**config.mk**
```make
export PLATFORM = sky130hd
export DESIGN_NAME = alpha_weighted_layer_mean_variance
export DESIGN_NICKNAME = d
export VERILOG_FILES = /design/src/sv/awlmv_pkg.sv /design/src/sv/alpha_weighted_layer_mean_variance.sv
export SDC_FILE = /design/constraint.sdc
export NUM_CORES = 2
export LEC_CHECK = 0
export BUFFER_PORTS_ARGS = -buffer_cell sky130_fd_sc_hd__buf_4
export CORE_MARGIN = 1
export CORE_UTILIZATION = 45
export DETAILED_ROUTE_END_ITERATION = 7
export SYNTH_ARGS = -nofsm -noshare
export SYNTH_HDL_FRONTEND = slang
export SYNTH_SLANG_ARGS = --single-unit
```
**constraint.sdc**
```tcl
create_clock -name clk -period 13.4 [get_ports clk]
set_clock_uncertainty 0.1 [all_clocks]
set_input_delay 2.68 -clock clk [delete_from_list [all_inputs] [get_ports clk]]
set_output_delay 2.68 -clock clk [all_outputs]
set_load 0.05 [all_outputs]
```
**src/sv/awlmv_pkg.sv**
```systemverilog
// Shared types and constants for the alpha-weighted layer mean/variance block.
// Field widths, register indexes and the sequencer state encoding.
// No dependencies.
package awlmv_pkg;

  localparam int SAMPLE_W   = 16;
  localparam int WEIGHT_W   = 15;
  localparam int WT_W       = 21;
  localparam int SUM_W      = 37;
  localparam int SQSUM_W    = 53;
  localparam int SQ_W       = 31;
  localparam int RES_W      = 40;
  localparam int ALPHA_W    = 16;
  localparam int LANES      = 3;

  localparam int IN_DATA_W  = 64;
  localparam int OUT_DATA_W = 136;
  localparam int OUT_USER_W = 1;
  localparam int CFG_ADDR_W = 4;
  localparam int CFG_DATA_W = 32;

  // Register index, taken from paddr[3:2]
  localparam logic [1:0] REG_MODE       = 2'd0;
  localparam logic [1:0] REG_ALPHA_LOW  = 2'd1;
  localparam logic [1:0] REG_ALPHA_HIGH = 2'd2;

  localparam logic [ALPHA_W-1:0] ALPHA_HIGH_RST = 16'd255;
  localparam logic [RES_W-1:0]   RES_MAX        = 40'h7F_FFFF_FFFF;

  typedef enum logic [10:0] {
    ST_IDLE   = 11'b000_0000_0001,
    ST_M_SQ   = 11'b000_0000_0010,
    ST_M_WX   = 11'b000_0000_0100,
    ST_M_WSQ  = 11'b000_0000_1000,
    ST_M_ACC  = 11'b000_0001_0000,
    ST_F_CH   = 11'b000_0010_0000,
    ST_F_DIV  = 11'b000_0100_0000,
    ST_F_DONE = 11'b000_1000_0000,
    ST_F_VAR  = 11'b001_0000_0000,
    ST_F_NEXT = 11'b010_0000_0000,
    ST_F_EMIT = 11'b100_0000_0000
  } state_t;

endpackage

```
**src/sv/alpha_weighted_layer_mean_variance.sv**
```systemverilog
// Alpha-weighted mean / variance of a stack of layers, reduced to one pixel.
// One sequencer drives a shared multiplier and a radix-2 restoring divider.
// Depends on awlmv_pkg.

// Each input beat is one layer (three samples, a 15-bit weight, tlast on the
// final layer). An accepted layer steps the shared multiplier through ST_M_SQ,
// ST_M_WX, ST_M_WSQ and ST_M_ACC for each channel (square, weight*sample,
// weight*square, accumulate); a layer dropped because MAX_LAYERS is reached
// or the 21-bit weight sum would overflow is not accumulated. On the last
// layer the divider runs one quotient bit per cycle over DW = 54 +
// FRACTION_BITS bits: per channel a mean takes one division and a variance
// two (mean, then mean of squares); all channels then load the output register.
// A zero weight sum skips the divisions and yields zeros with tuser set.
// in_tready is high only while the sequencer is idle; a finished result waits
// in the output register without holding off the next layer.
module alpha_weighted_layer_mean_variance
  import awlmv_pkg::*;
#(
  parameter int MAX_LAYERS    = 64,
  parameter int CHANNELS      = 3,
  parameter int FRACTION_BITS = 8
) (
  input  logic                  clk,
  input  logic                  rst_n,
  // sample_a[15:0], sample_b[31:16], sample_c[47:32], weight[62:48], zero pad
  input  logic [IN_DATA_W-1:0]  in_tdata,
  input  logic                  in_tlast,   // last_layer
  input  logic                  in_tvalid,
  output logic                  in_tready,
  // result_a[39:0], result_b[79:40], result_c[119:80], out_alpha[135:120]
  output logic [OUT_DATA_W-1:0] out_tdata,
  output logic [OUT_USER_W-1:0] out_tuser,  // no_weight[0]
  output logic                  out_tvalid,
  input  logic                  out_tready,
  input  logic                  cfg_psel,
  input  logic                  cfg_penable,
  input  logic                  cfg_pwrite,
  input  logic [CFG_ADDR_W-1:0] cfg_paddr,
  input  logic [CFG_DATA_W-1:0] cfg_pwdata,
  output logic [CFG_DATA_W-1:0] cfg_prdata,
  output logic                  cfg_pready
);

  localparam int CNT_W  = $clog2(MAX_LAYERS + 1);
  localparam int MQ_W   = 16 + FRACTION_BITS;
  localparam int E2_W   = 31 + FRACTION_BITS;
  localparam int QW     = 32 + FRACTION_BITS;
  localparam int DW     = SQSUM_W + FRACTION_BITS + 1;
  localparam int DCNT_W = $clog2(DW);
  localparam int MUL_W  = (FRACTION_BITS + 17 > 32) ? FRACTION_BITS + 17 : 32;
  localparam int PW     = 2 * MUL_W;
  localparam int CW     = (E2_W > RES_W) ? E2_W : RES_W;
  localparam logic [PW-1:0] ROUND_HALF = (PW'(1) << FRACTION_BITS) >> 1;

  state_t state_r, state_nxt;

  logic               mode_r;
  logic [ALPHA_W-1:0] alpha_lo_r;
  logic [ALPHA_W-1:0] alpha_hi_r;

  logic [WT_W-1:0]   wt_r, wt_nxt;
  logic [CNT_W-1:0]  cnt_r, cnt_nxt;
  logic signed [SUM_W-1:0] sum_r [LANES];
  logic signed [SUM_W-1:0] sum_nxt [LANES];
  logic [SQSUM_W-1:0] sqsum_r [LANES];
  logic [SQSUM_W-1:0] sqsum_nxt [LANES];
  logic [1:0]        ch_r, ch_nxt;
  logic              out_valid_r, out_valid_nxt;

  logic signed [SAMPLE_W-1:0] x_r [LANES];
  logic signed [SAMPLE_W-1:0] x_nxt [LANES];
  logic [WEIGHT_W-1:0] w_r, w_nxt;
  logic                last_r, last_nxt;
  logic [SQ_W-1:0]     sq_r, sq_nxt;
  logic [PW-1:0]       prod_r, prod_nxt;
  logic                sign_r, sign_nxt;
  logic                phase_r, phase_nxt;
  logic [DW-1:0]       num_r, num_nxt;
  logic [WT_W-1:0]     rem_r, rem_nxt;
  logic [QW-1:0]       q_r, q_nxt;
  logic [DCNT_W-1:0]   dcnt_r, dcnt_nxt;
  logic [MQ_W-1:0]     mq_r, mq_nxt;
  logic [E2_W-1:0]     e2_r, e2_nxt;
  logic [RES_W-1:0]    res_r [LANES];
  logic [RES_W-1:0]    res_nxt [LANES];
  logic [OUT_DATA_W-1:0] out_data_r, out_data_nxt;
  logic [OUT_USER_W-1:0] out_user_r, out_user_nxt;

  logic                    in_accept;
  logic                    cfg_wr;
  logic [WT_W:0]           wt_sum;
  logic                    add_ok;
  logic signed [SAMPLE_W-1:0] x_cur;
  logic signed [SUM_W-1:0] sum_cur;
  logic [SUM_W-1:0]        sum_mag;
  logic signed [MUL_W-1:0] mul_a, mul_b;
  logic signed [PW-1:0]    mul_p;
  logic [WT_W:0]           trial;
  logic                    trial_ge;
  logic [WT_W-1:0]         rem_step;
  logic [QW-1:0]           q_round;
  logic [MQ_W-1:0]         mq_new;
  logic [RES_W-1:0]        mean_res;
  logic [E2_W-1:0]         msq;
  logic [CW-1:0]           var_diff;
  logic [RES_W-1:0]        var_res;

  assign in_tready  = (state_r == ST_IDLE);
  assign in_accept  = in_tvalid & in_tready;
  assign out_tvalid = out_valid_r;
  assign out_tdata  = out_data_r;
  assign out_tuser  = out_user_r;
  assign cfg_pready = 1'b1;
  assign cfg_wr     = cfg_psel & cfg_penable & cfg_pwrite & cfg_pready;

  always_comb begin
    unique case (cfg_paddr[3:2])
      REG_MODE:       cfg_prdata = CFG_DATA_W'(mode_r);
      REG_ALPHA_LOW:  cfg_prdata = CFG_DATA_W'(alpha_lo_r);
      REG_ALPHA_HIGH: cfg_prdata = CFG_DATA_W'(alpha_hi_r);
      default:        cfg_prdata = '0;
    endcase
  end

  // Layer admission: count limit and 21-bit weight sum headroom
  assign wt_sum = {1'b0, wt_r} + (WT_W + 1)'(in_tdata[62:48]);
  assign add_ok = (cnt_r < CNT_W'(MAX_LAYERS)) && !wt_sum[WT_W];

  assign x_cur   = x_r[ch_r];
  assign sum_cur = sum_r[ch_r];
  assign sum_mag = sum_cur[SUM_W-1] ? SUM_W'(-sum_cur) : SUM_W'(sum_cur);

  // Shared multiplier
  always_comb begin
    unique case (state_r)
      ST_M_SQ: begin
        mul_a = MUL_W'(x_cur);
        mul_b = MUL_W'(x_cur);
      end
      ST_M_WX: begin
        mul_a = MUL_W'(x_cur);
        mul_b = $signed(MUL_W'(w_r));
      end
      ST_M_WSQ: begin
        mul_a = $signed(MUL_W'(sq_r));
        mul_b = $signed(MUL_W'(w_r));
      end
      ST_F_DONE: begin
        mul_a = $signed(MUL_W'(mq_r));
        mul_b = $signed(MUL_W'(mq_r));
      end
      default: begin
        mul_a = '0;
        mul_b = '0;
      end
    endcase
  end
  assign mul_p = mul_a * mul_b;

  // One restoring-division step per cycle
  assign trial    = {rem_r, num_r[DW-1]};
  assign trial_ge = (trial >= {1'b0, wt_r});
  assign rem_step = trial_ge ? WT_W'(trial - {1'b0, wt_r}) : trial[WT_W-1:0];

  // Quotient carries one extra fraction bit; round half away from zero
  assign q_round  = (q_r + QW'(1)) >> 1;
  assign mq_new   = MQ_W'(q_round);
  assign mean_res = sign_r ? RES_W'(-RES_W'(mq_new)) : RES_W'(mq_new);

  assign msq      = E2_W'((prod_r + ROUND_HALF) >> FRACTION_BITS);
  assign var_diff = CW'(e2_r - msq);
  always_comb begin
    priority if (e2_r < msq) begin
      var_res = '0;
    end else if (var_diff > CW'(RES_MAX)) begin
      var_res = RES_MAX;
    end else begin
      var_res = var_diff[RES_W-1:0];
    end
  end

  always_comb begin
    state_nxt     = state_r;
    wt_nxt        = wt_r;
    cnt_nxt       = cnt_r;
    sum_nxt       = sum_r;
    sqsum_nxt     = sqsum_r;
    ch_nxt        = ch_r;
    out_valid_nxt = out_valid_r & ~out_tready;
    x_nxt         = x_r;
    w_nxt         = w_r;
    last_nxt      = last_r;
    sq_nxt        = sq_r;
    prod_nxt      = prod_r;
    sign_nxt      = sign_r;
    phase_nxt     = phase_r;
    num_nxt       = num_r;
    rem_nxt       = rem_r;
    q_nxt         = q_r;
    dcnt_nxt      = dcnt_r;
    mq_nxt        = mq_r;
    e2_nxt        = e2_r;
    res_nxt       = res_r;
    out_data_nxt  = out_data_r;
    out_user_nxt  = out_user_r;

    unique case (state_r)
      ST_IDLE: begin
        if (in_accept) begin
          x_nxt[0] = in_tdata[15:0];
          x_nxt[1] = in_tdata[31:16];
          x_nxt[2] = in_tdata[47:32];
          w_nxt    = in_tdata[62:48];
          last_nxt = in_tlast;
          ch_nxt   = '0;
          for (int i = 0; i < LANES; i++) begin
            res_nxt[i] = '0;
          end
          priority if (add_ok) begin
            wt_nxt    = wt_sum[WT_W-1:0];
            cnt_nxt   = cnt_r + CNT_W'(1);
            state_nxt = ST_M_SQ;
          end else if (in_tlast) begin
            state_nxt = ST_F_CH;
          end else begin
            state_nxt = ST_IDLE;
          end
        end
      end
      ST_M_SQ: begin
        sq_nxt    = mul_p[SQ_W-1:0];
        state_nxt = ST_M_WX;
      end
      ST_M_WX: begin
        prod_nxt  = mul_p;
        state_nxt = ST_M_WSQ;
      end
      ST_M_WSQ: begin
        sum_nxt[ch_r] = sum_r[ch_r] + $signed(prod_r[SUM_W-1:0]);
        prod_nxt      = mul_p;
        state_nxt     = ST_M_ACC;
      end
      ST_M_ACC: begin
        sqsum_nxt[ch_r] = sqsum_r[ch_r] + prod_r[SQSUM_W-1:0];
        if (ch_r == 2'(CHANNELS - 1)) begin
          ch_nxt    = '0;
          state_nxt = last_r ? ST_F_CH : ST_IDLE;
        end else begin
          ch_nxt    = ch_r + 2'd1;
          state_nxt = ST_M_SQ;
        end
      end
      ST_F_CH: begin
        if (wt_r == '0) begin
          state_nxt = ST_F_EMIT;
        end else begin
          num_nxt   = DW'(sum_mag) << (FRACTION_BITS + 1);
          rem_nxt   = '0;
          q_nxt     = '0;
          dcnt_nxt  = DCNT_W'(DW - 1);
          sign_nxt  = sum_cur[SUM_W-1];
          phase_nxt = 1'b0;
          state_nxt = ST_F_DIV;
        end
      end
      ST_F_DIV: begin
        num_nxt  = num_r << 1;
        rem_nxt  = rem_step;
        q_nxt    = {q_r[QW-2:0], trial_ge};
        dcnt_nxt = dcnt_r - DCNT_W'(1);
        if (dcnt_r == '0) begin
          state_nxt = ST_F_DONE;
        end
      end
      ST_F_DONE: begin
        if (!phase_r) begin
          mq_nxt = mq_new;
          if (!mode_r) begin
            res_nxt[ch_r] = mean_res;
            state_nxt     = ST_F_NEXT;
          end else begin
            // second division: weighted mean of squares
            num_nxt   = DW'(sqsum_r[ch_r]) << (FRACTION_BITS + 1);
            rem_nxt   = '0;
            q_nxt     = '0;
            dcnt_nxt  = DCNT_W'(DW - 1);
            phase_nxt = 1'b1;
            state_nxt = ST_F_DIV;
          end
        end else begin
          e2_nxt    = E2_W'(q_round);
          prod_nxt  = mul_p;
          state_nxt = ST_F_VAR;
        end
      end
      ST_F_VAR: begin
        res_nxt[ch_r] = var_res;
        state_nxt     = ST_F_NEXT;
      end
      ST_F_NEXT: begin
        if (ch_r == 2'(CHANNELS - 1)) begin
          state_nxt = ST_F_EMIT;
        end else begin
          ch_nxt    = ch_r + 2'd1;
          state_nxt = ST_F_CH;
        end
      end
      ST_F_EMIT: begin
        // hold until the output register is free
        if (!out_valid_r || out_tready) begin
          out_data_nxt  = {(wt_r != '0) ? alpha_hi_r : alpha_lo_r,
                           res_r[2], res_r[1], res_r[0]};
          out_user_nxt  = OUT_USER_W'(wt_r == '0);
          out_valid_nxt = 1'b1;
          wt_nxt        = '0;
          cnt_nxt       = '0;
          for (int i = 0; i < LANES; i++) begin
            sum_nxt[i]   = '0;
            sqsum_nxt[i] = '0;
          end
          state_nxt = ST_IDLE;
        end
      end
      default: begin
        state_nxt = ST_IDLE;
      end
    endcase
  end

  always_ff @(posedge clk) begin
    if (!rst_n) begin
      state_r     <= ST_IDLE;
      mode_r      <= 1'b0;
      alpha_lo_r  <= '0;
      alpha_hi_r  <= ALPHA_HIGH_RST;
      wt_r        <= '0;
      cnt_r       <= '0;
      ch_r        <= '0;
      out_valid_r <= 1'b0;
      for (int i = 0; i < LANES; i++) begin
        sum_r[i]   <= '0;
        sqsum_r[i] <= '0;
      end
    end else begin
      state_r     <= state_nxt;
      wt_r        <= wt_nxt;
      cnt_r       <= cnt_nxt;
      ch_r        <= ch_nxt;
      out_valid_r <= out_valid_nxt;
      sum_r       <= sum_nxt;
      sqsum_r     <= sqsum_nxt;
      if (cfg_wr) begin
        unique case (cfg_paddr[3:2])
          REG_MODE:       mode_r     <= cfg_pwdata[0];
          REG_ALPHA_LOW:  alpha_lo_r <= cfg_pwdata[ALPHA_W-1:0];
          REG_ALPHA_HIGH: alpha_hi_r <= cfg_pwdata[ALPHA_W-1:0];
          default: ;
        endcase
      end
    end
  end

  always_ff @(posedge clk) begin
    x_r        <= x_nxt;
    w_r        <= w_nxt;
    last_r     <= last_nxt;
    sq_r       <= sq_nxt;
    prod_r     <= prod_nxt;
    sign_r     <= sign_nxt;
    phase_r    <= phase_nxt;
    num_r      <= num_nxt;
    rem_r      <= rem_nxt;
    q_r        <= q_nxt;
    dcnt_r     <= dcnt_nxt;
    mq_r       <= mq_nxt;
    e2_r       <= e2_nxt;
    res_r      <= res_nxt;
    out_data_r <= out_data_nxt;
    out_user_r <= out_user_nxt;
  end

endmodule

```
==> results.py <==
metrics = {
    "floorplanning": {
        "ioPinCount": 280,
        "core-area_um2": 172000,
        "die_height_um": 418,
        "fp.dieW_um": 418,
        "rows": 152,
        "start_util": 0.454,
        "dieArea_um2": 175000,
    },
    "grt": {
        "grt-ovfl-total": 0,
        "grt_pass1_wl_um": 360000,
        "grt_pass1_vias": 58400,
        "antenna_found_initial": 8,
        "grt_start_max_net_pins": 94,
        "grt_use_total": 0.271,
    },
    "place": {
        "placed_area_um2": 82300,
        "place_inst": 10300,
        "routabilityCongestion": 0.982,
        "numPortBuffers": 243,
        "dpl.hpwl_um": 181000,
    },
    "pwr": {
        "power_leakage_nw": 36.3,
        "ir_worst_vdd_uv": 92.6,
        "power_density_nw_per_um2": 104,
    },
    "finish": {
        "final_common_cell": "inv_1",
        "fin_util": 0.499,
        "area_delta_synth_final_pct": 9.89,
        "stdcell_area_um2": 85700,
        "layout.cells.non_filler": 10500,
        "final_cell_mix": "inv_1, nor2_1, fa_1",
        "drive_above_1_share": 0.0797,
        "fin_nets": 9510,
    },
    "detailed_routing": {
        "drt_iter0_markers": 5849,
        "routedWlPerCell_um": 22.6,
        "viasPerCell": 5.63,
        "drc_errors": 0,
        "firstDrtPassIters": 7,
        "vias": 59200,
        "routed_wl_um": 238000,
        "ant_nets": 0,
    },
    "setup_path": {
        "worstPathRequired_ps": 13770,
        "r2r_slack_ps": 1850,
        "path_max_fanout": 52,
        "cp.arrival_ps": 11910,
        "rr_startpoint": "state_r[7]",
        "cp_common_cell": "fa_1",
        "cp-endpoint": "prod_r[49]",
        "ff2ff_path_depth": 31,
        "cp_slowest_cell": "nand3_1",
        "crit_start": "state_r[7]",
        "r2r_end": "prod_r[49]",
        "end_kind": "flop",
        "startpoint_type": "flop",
        "crit_type": "reg2reg",
        "max_stage_delay_ps": 680,
    },
    "synth": {
        "async_reset_ff_frac": 0,
        "yosysSeqAreaShare": 0.316,
        "yosysWarnings": 0,
        "synth_seq_cells": 935,
        "synth_cells": 8050,
        "synth_area_um2": 78000,
        "synth_edf_count": 590,
        "synth_flop_cell": "edfxtp_1",
        "synth_area_per_cell_um2": 9.69,
        "synth_cell_type_count": 96,
    },
    "cts": {
        "hold_buffers": 0,
        "cts_resized": 0,
        "cts.clk_slew.worst_paths_ps": 60,
        "cts_num_sinks": 935,
        "clock_path_buffers": 3,
        "clock_latency_ps": 730,
        "numCtsBuffers": 99,
        "htree_levels": 3,
        "cts_tree": "done",
        "cts_root_buf": "clkbuf_16",
        "cts_setup_buffers": 0,
    },
    "sta": {
        "fmax_ghz": 0.0866,
        "setup_viol": 0,
        "max_slew_margin": 0.213,
        "grt_setup_unrepaired": "false",
        "min_period_ps": 11550,
        "worst_slew_pin_slew_ps": 1180,
        "hold_viol": 0,
        "setup_tns_ps": 0,
        "timing.final.crit_share": 0.862,
        "finalMaxSlewViolations": 0,
    },
    "run_status": {
        "outcome": "finished clean",
    },
    "run": {
        "cap_viol_max_count": 0,
    },
    "hold_path": {
        "hold_path.class": "reg2reg",
    },
}
-- metrics by stage --
stage | total power [W] | hold WS (ps) | setup WS [ps]
global route | 0.00932 | 355 | 1340
finish | 0.00889 | 347 | 1850
floorplan | 0.00536 | 324 | 941
global placement | 0.00602 | 334 | 2020
CTS | 0.00894 | 349 | 1930
detailed placement | 0.00606 | 333 | 1990
-- state kept, by name (all words and copies together), names as in the netlist, 2 cells and up --
signal,cells
sqsum_r,159
out_tdata,136
res_r,120
sum_r,111
num_r,53
prod_r,53
x_r,48
q_r,40
e2_r,39
sq_r,31
mq_r,24
rem_r,21
wt_r,21
alpha_hi_r,16
alpha_lo_r,16
w_r,15
state_r,11
cnt_r,7
dcnt_r,6
ch_r,2
-- critical path, delay by kind of cell (launching register included) --
kind | cells | cell delay, ps
flops | 1 | 470
simple gates | 12 | 3430
compound gates | 6 | 1830
buf+inv | 3 | 710
fa+ha+maj | 9 | 4550
mux | 1 | 180
-- per-layer routing --
| metal | routed length (um) | GRT usage | share of wire | vias to the layer above |
|---|---|---|---|---|
| li1 | - | - | - | 26900 |
| met4 | 8500 | 0.0913 | 0.036 | 0 |
| met5 | 0 | 0 | 0 | - |
| met1 | 103000 | 0.379 | 0.43 | 29800 |
| met3 | 17700 | 0.0430 | 0.075 | 341 |
| met2 | 108000 | 0.427 | 0.46 | 2243 |
-- Yosys cell counts, drive strengths merged, types with 11 or more instances --
cell    number  area share
mux2i      132       0.017
and3        40      0.0032
nor3b       12      0.0012
edfxtp     590        0.23
buf         86      0.0058
a221oi      23      0.0028
clkbuf     322       0.015
o21bai      28      0.0027
or3         21      0.0017
nor2       948       0.046
a22o        38      0.0043
a21boi      14      0.0013
nand2b      65      0.0052
o22ai       35      0.0028
or2         48      0.0038
nand3      180       0.012
o22a        53      0.0059
nor4        18      0.0016
xor2       139       0.016
a22oi      133       0.013
nor3        55      0.0037
a211oi      32      0.0032
nand2      644       0.031
nand4       54      0.0043
mux2        18      0.0026
xnor2      222       0.025
a222oi      12      0.0015
a21oi      459       0.029
fa         917        0.24
nor2b      128       0.010
o21ai      328       0.021
a21o       128       0.012
dfxtp      345       0.089
a31oi       75      0.0060
ha         358       0.057
and4        12      0.0013
o31ai       26      0.0025
a221o       11      0.0014
inv       1050       0.051
and2        96      0.0077
o21a        26      0.0025
-- worst min-delay path by stage --
stage / from / endpoint / slack [ps] / depth (start not counted)
final: res_r[80] / out_tdata[0] / 350 / 0
after global routing: res_r[27] / out_tdata[107] / 360 / 0
after CTS: res_r[80] / out_tdata[0] / 350 / 0
after detailed placement: res_r[80] / out_tdata[0] / 330 / 0
after global placement: sum_r[92] / sum_r[92] / 330 / 2
after floorplan: sum_r[107] / sum_r[107] / 320 / 2
-- logic make-up after synthesis --
group / count (synthesis) / synth area share
simple gates: 2353 / 0.136
compound gates: 1512 / 0.123
buf+inv: 1460 / 0.0719
fa+ha+maj: 1277 / 0.293
flops: 935 / 0.316
xor+xnor: 361 / 0.0405
mux: 150 / 0.0196
other cells: 2 / 0.0000963
-- power breakdown --
part           switching [W]  leakage [nW]  total [W]  internal, W
Sequential          0.000170          8.08    0.00360      0.00343
Clock                0.00122          1.65    0.00288      0.00165
Combinational        0.00153          26.6    0.00242     0.000883
-- area by class of cell --
| cell class | instances | area, um^2 |
|---|---|---|
| multi-input combinational | 5676 | 48100 |
| tap | 2310 | 2890 |
| inverter | 1052 | 3960 |
| fill | 15900 | 86200 |
| sequential | 935 | 24600 |
| clock inverter | 51 | 581 |
| antenna | 3 | 7.51 |
| timing repair buffer | 363 | 2740 |
| clock buffer | 137 | 2810 |
Note: power is estimated with default switching activity, not from simulation.
